$ cat src/sv/spa_pkg.sv
// ----------------------------------------------------------------------------
// spa_pkg
// Shared types and constants for the sparse polynomial adder.
// ----------------------------------------------------------------------------
`default_nettype none

package spa_pkg;

	localparam int MAX_TERMS_DEF = 16;

	localparam int COEF_W = 16;
	localparam int SUM_W  = 17;
	localparam int EXP_W  = 8;
	localparam int OP_W   = 2;

	localparam logic [OP_W-1:0] OP_LOAD_FIRST  = 2'd0;
	localparam logic [OP_W-1:0] OP_LOAD_SECOND = 2'd1;
	localparam logic [OP_W-1:0] OP_MERGE       = 2'd2;

	typedef struct packed {
		logic [OP_W-1:0]         operation;
		logic signed [COEF_W-1:0] coefficient;
		logic [EXP_W-1:0]        exponent;
	} spa_in_t;

	typedef struct packed {
		logic signed [SUM_W-1:0] sum_coefficient;
		logic [EXP_W-1:0]        term_exponent;
		logic                    final_term;
	} spa_out_t;

	typedef struct packed {
		logic signed [COEF_W-1:0] coefficient;
		logic [EXP_W-1:0]        exponent;
	} spa_term_t;

endpackage

`default_nettype wire

$ cat src/sv/spa_ram.sv
// ----------------------------------------------------------------------------
// spa_ram
// Generic single write port, single read port RAM with registered read.
// ----------------------------------------------------------------------------
`default_nettype none

module spa_ram #(
	parameter int WIDTH  = 24,
	parameter int DEPTH  = 16,
	parameter int ADDR_W = 4
) (
	input  wire logic              clk,
	input  wire logic              we,
	input  wire logic [ADDR_W-1:0] waddr,
	input  wire logic [WIDTH-1:0]  wdata,
	input  wire logic              re,
	input  wire logic [ADDR_W-1:0] raddr,
	output logic      [WIDTH-1:0]  rdata
);

	logic [WIDTH-1:0] mem_q [DEPTH];

	always_ff @(posedge clk) begin
		if (we) begin
			mem_q[waddr] <= wdata;
		end
		if (re) begin
			rdata <= mem_q[raddr];
		end
	end

endmodule

`default_nettype wire

$ cat src/sv/sparse_polynomial_adder_top.sv
// ----------------------------------------------------------------------------
// sparse_polynomial_adder_top
// Adds two sparse polynomials held as (coefficient, exponent) term lists.
// ----------------------------------------------------------------------------
// Command channel (cmd_valid/cmd_ready/cmd): a load beat appends one term to
// the first or the second list; a load into a full list and the
// unused operation code are dropped. A merge beat walks both lists and emits
// the sum polynomial on the term channel (term_valid/term_ready/term), with
// final_term set on the last beat; both lists are then empty.
// Each result term takes a fetch step, which reads both term RAMs, and then a
// compare step, which compares exponents and adds. A merge of two empty lists
// emits nothing. cmd_ready is low for the whole merge.
// The single output register decouples the sides: a stalled receiver holds
// the walk at the compare step until the pending beat is taken, and the next
// command may be accepted while the final beat still waits.
// Reset clears both list counts, the sequencer and the output register; the
// term RAMs are not cleared, only entries below a list's count are ever used.
// ----------------------------------------------------------------------------
`default_nettype none

module sparse_polynomial_adder_top
	import spa_pkg::*;
#(
	parameter int MAX_TERMS = MAX_TERMS_DEF
) (
	input  wire logic    clk,
	input  wire logic    arst_n,
	input  wire logic    cmd_valid,
	output logic         cmd_ready,
	input  wire spa_in_t cmd,
	output logic         term_valid,
	input  wire logic    term_ready,
	output spa_out_t     term
);

	localparam int IDX_W  = (MAX_TERMS > 1) ? $clog2(MAX_TERMS) : 1;
	localparam int CNT_W  = $clog2(MAX_TERMS + 1);
	localparam int TERM_W = $bits(spa_term_t);
	localparam logic [CNT_W-1:0] CNT_MAX = CNT_W'(MAX_TERMS);

	typedef enum logic [1:0] {
		ST_IDLE,
		ST_FETCH,
		ST_CMP
	} state_t;

	state_t           state_q;
	logic [CNT_W-1:0] cnt_a_q, cnt_b_q;
	logic [CNT_W-1:0] ptr_a_q, ptr_b_q;
	logic             out_valid_q;
	spa_out_t         out_q;

	logic      cmd_fire;
	logic      we_a, we_b;
	logic      rd_en;
	logic      emit;
	spa_term_t wterm;
	spa_term_t rterm_a, rterm_b;

	logic              live_a, live_b;
	logic              take_a, take_b;
	logic [CNT_W-1:0]  nxt_a, nxt_b;
	logic              done;
	logic              slot_free;
	spa_out_t          res;
	logic signed [SUM_W-1:0] ext_a, ext_b;

	assign cmd_ready  = (state_q == ST_IDLE);
	assign cmd_fire   = cmd_valid && cmd_ready;
	assign term_valid = out_valid_q;
	assign term       = out_q;

	assign wterm = {cmd.coefficient, cmd.exponent};
	assign we_a  = cmd_fire && (cmd.operation == OP_LOAD_FIRST) && (cnt_a_q < CNT_MAX);
	assign we_b  = cmd_fire && (cmd.operation == OP_LOAD_SECOND) && (cnt_b_q < CNT_MAX);
	assign rd_en = (state_q == ST_FETCH);
	assign emit  = (state_q == ST_CMP) && slot_free;

	spa_ram #(
		.WIDTH  (TERM_W),
		.DEPTH  (MAX_TERMS),
		.ADDR_W (IDX_W)
	) u_ram_a (
		.clk   (clk),
		.we    (we_a),
		.waddr (cnt_a_q[IDX_W-1:0]),
		.wdata (wterm),
		.re    (rd_en),
		.raddr (ptr_a_q[IDX_W-1:0]),
		.rdata (rterm_a)
	);

	spa_ram #(
		.WIDTH  (TERM_W),
		.DEPTH  (MAX_TERMS),
		.ADDR_W (IDX_W)
	) u_ram_b (
		.clk   (clk),
		.we    (we_b),
		.waddr (cnt_b_q[IDX_W-1:0]),
		.wdata (wterm),
		.re    (rd_en),
		.raddr (ptr_b_q[IDX_W-1:0]),
		.rdata (rterm_b)
	);

	// shared compare and add step
	always_comb begin
		live_a = (ptr_a_q < cnt_a_q);
		live_b = (ptr_b_q < cnt_b_q);
		ext_a  = SUM_W'(rterm_a.coefficient);
		ext_b  = SUM_W'(rterm_b.coefficient);
		take_a = 1'b0;
		take_b = 1'b0;
		if (live_a && live_b) begin
			if (rterm_a.exponent == rterm_b.exponent) begin
				take_a = 1'b1;
				take_b = 1'b1;
			end else if (rterm_a.exponent > rterm_b.exponent) begin
				take_a = 1'b1;
			end else begin
				take_b = 1'b1;
			end
		end else if (live_a) begin
			take_a = 1'b1;
		end else begin
			take_b = 1'b1;
		end
		nxt_a = take_a ? ptr_a_q + CNT_W'(1) : ptr_a_q;
		nxt_b = take_b ? ptr_b_q + CNT_W'(1) : ptr_b_q;
		done  = (nxt_a >= cnt_a_q) && (nxt_b >= cnt_b_q);
		res.sum_coefficient = (take_a ? ext_a : '0) + (take_b ? ext_b : '0);
		res.term_exponent   = take_a ? rterm_a.exponent : rterm_b.exponent;
		res.final_term      = done;
		slot_free = !out_valid_q || term_ready;
	end

	always_ff @(posedge clk or negedge arst_n) begin
		if (!arst_n) begin
			state_q     <= ST_IDLE;
			cnt_a_q     <= '0;
			cnt_b_q     <= '0;
			ptr_a_q     <= '0;
			ptr_b_q     <= '0;
			out_valid_q <= 1'b0;
			out_q       <= '0;
		end else begin
			if (emit) begin
				out_q       <= res;
				out_valid_q <= 1'b1;
			end else if (out_valid_q && term_ready) begin
				out_valid_q <= 1'b0;
			end
			if (we_a) begin
				cnt_a_q <= cnt_a_q + CNT_W'(1);
			end
			if (we_b) begin
				cnt_b_q <= cnt_b_q + CNT_W'(1);
			end
			unique case (state_q)
				ST_IDLE: begin
					ptr_a_q <= '0;
					ptr_b_q <= '0;
					if (cmd_fire && (cmd.operation == OP_MERGE)) begin
						if ((cnt_a_q != '0) || (cnt_b_q != '0)) begin
							state_q <= ST_FETCH;
						end
					end
				end
				ST_FETCH: begin
					state_q <= ST_CMP;
				end
				ST_CMP: begin
					if (emit) begin
						ptr_a_q <= nxt_a;
						ptr_b_q <= nxt_b;
						if (done) begin
							cnt_a_q <= '0;
							cnt_b_q <= '0;
							state_q <= ST_IDLE;
						end else begin
							state_q <= ST_FETCH;
						end
					end
				end
				default: begin
					state_q <= ST_IDLE;
				end
			endcase
		end
	end

endmodule

`default_nettype wire
$ cat config.mk
export PLATFORM = sky130hd
export DESIGN_NAME = sparse_polynomial_adder_top
export DESIGN_NICKNAME = d
export VERILOG_FILES = /design/src/sv/spa_pkg.sv /design/src/sv/spa_ram.sv /design/src/sv/sparse_polynomial_adder_top.sv
export SDC_FILE = /design/constraint.sdc
export NUM_CORES = 1
export LEC_CHECK = 0
export BUFFER_PORTS_ARGS = -buffer_cell sky130_fd_sc_hd__buf_2
export CAP_MARGIN = 40
export CORE_ASPECT_RATIO = 1.4
export CORE_UTILIZATION = 55
export DETAILED_ROUTE_END_ITERATION = 7
export PLACE_DENSITY = 0.73
export SYNTH_ARGS = -nofsm -noshare
export SYNTH_HDL_FRONTEND = slang
export SYNTH_SLANG_ARGS = --single-unit
$ cat constraint.sdc
create_clock -name clk -period 9.45 [get_ports clk]
set_input_delay 1.4175 -clock clk [delete_from_list [all_inputs] [get_ports clk]]
set_output_delay 1.4175 -clock clk [all_outputs]
set_load 0.05 [all_outputs]
==> results.sh <==
export IMPL_status="finished, final reports clean"
export IMPL_power_density_nw_per_um2=264
export IMPL_fin_tns_setup_ns=0
export IMPL_setup_ws_ns=4.64
export IMPL_ys_seq_area_frac=0.743
export IMPL_nFillCells=4211
export IMPL_io_buffer_count=57
export IMPL_yosys_top_cells_count="edfxtp_1 (816), mux4_2 (168), nand2_1 (110)"
export IMPL_antenna_found_initial=4
export IMPL_synth_cells=1796
export IMPL_dpl_cell_count=2644
export IMPL_synth_top_area_frac=0.708
export IMPL_ant_nets=0
export IMPL_cts_tree="yes"
export IMPL_ios=58
export IMPL_drive_gt1_frac=0.232
export IMPL_ir_drop_mv=0.192
export IMPL_grt_usage=0.252
export IMPL_skew_ns=0.0214
export IMPL_drt_wirelength_per_cell_um=28.6
export IMPL_grt_max_degree=55
export IMPL_dp_hpwl_um=47800
export IMPL_synth_flop_cell="edfxtp_1"
export IMPL_post_cts_repair_setup_buffers=0
export IMPL_overflow=0
export IMPL_worstPathCellList="buf_4, ha_1, a21o_1, a31oi_1, o21a_1, o21ai_4, and2_1, ha_1, fa_1, a21o_1, a221oi_2, o31ai_1, nand2_1, o21ai_1, xor2_1, mux2_2"
export IMPL_final_instance_count_excl_fill=2785
export IMPL_netlist_cell_type_count=65
export IMPL_netlist_area_um2=34600
export IMPL_cp_start_kind="register"
export IMPL_final_nets=1981
export IMPL_synth_top_area_cell="edfxtp_1"
export IMPL_initial_core_util=0.557
export IMPL_relSlewSlack=0.425
export IMPL_drt_wl_total_um=79800
export IMPL_clockBufferDepth=3
export IMPL_htreeDepth=3
export IMPL_via_count=17600
export IMPL_period_minus_slack_ns=4.81
export IMPL_die_width_um=214
export IMPL_dp_slack_ns=4.61
export IMPL_worstPathArrival_ns=5.33
export IMPL_coreArea_um2=62200
export IMPL_rsz0062_at_grt="no"
export IMPL_setup_viol=0
export IMPL_cp_slowest_stage_delay_ns=0.50
export IMPL_crit_slowest_cell="buf_4"
export IMPL_grt_pass1_wl_um=117000
export IMPL_ys_warn_count=0
export IMPL_clk_latency_ns=0.62
export IMPL_worst_pin_slew_ns=0.861
export IMPL_async_flop_share=0.0566
export IMPL_viasPerCell=6.31
export IMPL_crit_fanout=30
export IMPL_criticalPathCategory="register to register"
export IMPL_hold_buffers=0
export IMPL_initialDrtViolationCount=1799
export IMPL_clk_pin_slew_ns=0.07
export IMPL_max_cap_violations=0
export IMPL_p_leak_nw=12.5
export IMPL_clock_sinks=865
export IMPL_synth_most_common_cell="edfxtp_1"
export IMPL_synth_area_leaders="edfxtp_1 (71%), mux4_2 (11%), dfrtp_1 (3.5%)"
export IMPL_dieArea_um2=64000
export IMPL_fp_dieH_um=299
export IMPL_cp_end_kind="register"
export IMPL_drtPass1Iterations=5
export IMPL_gp_congestion=0.888
export IMPL_rows=108
export IMPL_synth_edf_count=816
export IMPL_required_ns=9.96
export IMPL_ff_latch_area_um2=25700
export IMPL_r2r_start="ptr_a_q[2]$_DFFE_PN0P_"
export IMPL_area_growth_pct=12.3
export IMPL_crit_start="ptr_a_q[2]$_DFFE_PN0P_"
export IMPL_ys_seq_elements=865
export IMPL_numCtsBuffers=77
export IMPL_cts_resized=0
export IMPL_hold_violations=0
export IMPL_root_buffer="clkbuf_16"
export IMPL_synth_nets=1879
export IMPL_drc=0
export IMPL_grt_pass1_vias=17900
export IMPL_hp_class="register to register"
export IMPL_max_freq_ghz=0.208
export IMPL_min_period_over_period=0.509
export IMPL_min_delay_start="term[14]$_DFFE_PN0P_"
export IMPL_multi_input_area_um2=8580
export IMPL_drv_slew=0
export IMPL_syn_avg_cell_area_um2=19.3
==> critical path: cells and delay by family (launching register included) <==
family                     cells  cell delay, ns
AOI/OAI and AO/OA              8            1.99
adders and majority gates      3            1.07
buffers and inverters          1            0.50
and+or+nand+nor                2            0.36
DFF                            1            0.34
muxes                          1            0.26
xor gates and xnor gates       1            0.14
==> stage by stage <==
stage / hold slack [ns] / area [um^2] / util / total power, W
final: 0.476 / 38900 / 0.626 / 0.0103
after global routing: 0.506 / 38900 / 0.626 / 0.0107
after CTS: 0.483 / 38900 / 0.626 / 0.0103
after detailed placement: 0.467 / 36400 / 0.586 / 0.00729
after global placement: 0.460 / 36000 / 0.579 / 0.00720
after floorplan: 0.448 / 34600 / - / 0.00657
==> layout by cell type (no fill, tap or decap), types with 24 or more instances in the layout <==
cell type  instances
clkbuf_16         79
o21ai_0           60
a22oi_1           24
dfrtp_1           43
mux2i_1           90
nand2_1          110
mux4_2           168
and2_1            33
a21oi_1           51
edfxtp_1         816
buf_4             38
a221oi_1          26
ha_1              52
buf_2             57
==> sequential cells by signal, summed over array words and instances, names as in the netlist <==
signal         cells
cnt_a_q            5
term              26
state_q            2
u_ram_b.rdata     24
u_ram_b.mem_q    384
cnt_b_q            5
u_ram_a.rdata     24
term_valid         1
ptr_b_q            5
ptr_a_q            5
u_ram_a.mem_q    384
==> kinds of logic after synthesis <==
group | count (synthesis) | share of synthesized area
AND/OR/NAND/NOR | 247 | 0.0347
multiplexers | 273 | 0.140
buffers and inverters | 110 | 0.0144
AO/OA/AOI/OAI | 221 | 0.0417
flip-flops | 865 | 0.743
adder cells (fa/ha/maj) | 53 | 0.0194
XOR/XNOR | 27 | 0.00683
==> metal layers <==
layer,vias to the layer above,part of all wire,global-route usage
met5,-,0.00021,0
met4,2,0.032,0.0855
met3,159,0.061,0.0311
met2,732,0.54,0.464
met1,9199,0.36,0.307
li1,7469,-,-
==> final cells by class <==
cell class / count / area share
repair buffers: 111 / 0.0256
flip-flops and latches: 865 / 0.662
inverters: 22 / 0.00225
well taps: 825 / 0.0265
clock buffers: 103 / 0.0537
diodes: 1 / 0.0000644
clock inverters: 37 / 0.00911
multi-input cells: 821 / 0.221
==> power breakdown <==
part	switching, W	internal, W
clock	0.00135	0.00173
combinational	0.00154	0.00105
sequential	0.000184	0.00443
total	0.00307	0.00721
==> path summary, 6_finish.rpt <==
kind                                               end  slack [ns]  cells past startpoint
worst max-delay path              term[23]$_DFFE_PN0P_        4.64                     16
worst min-delay path              term[14]$_DFFE_PN0P_        0.48                      2
worst max register to register    term[23]$_DFFE_PN0P_        4.64                     16
worst min register to register    term[14]$_DFFE_PN0P_        0.48                      2
max in group asynchronous       ptr_b_q[0]$_DFFE_PN0P_        7.98                      2
min in group asynchronous          term[7]$_DFFE_PN0P_        0.92                      2
(Power assumes the default switching activity.)
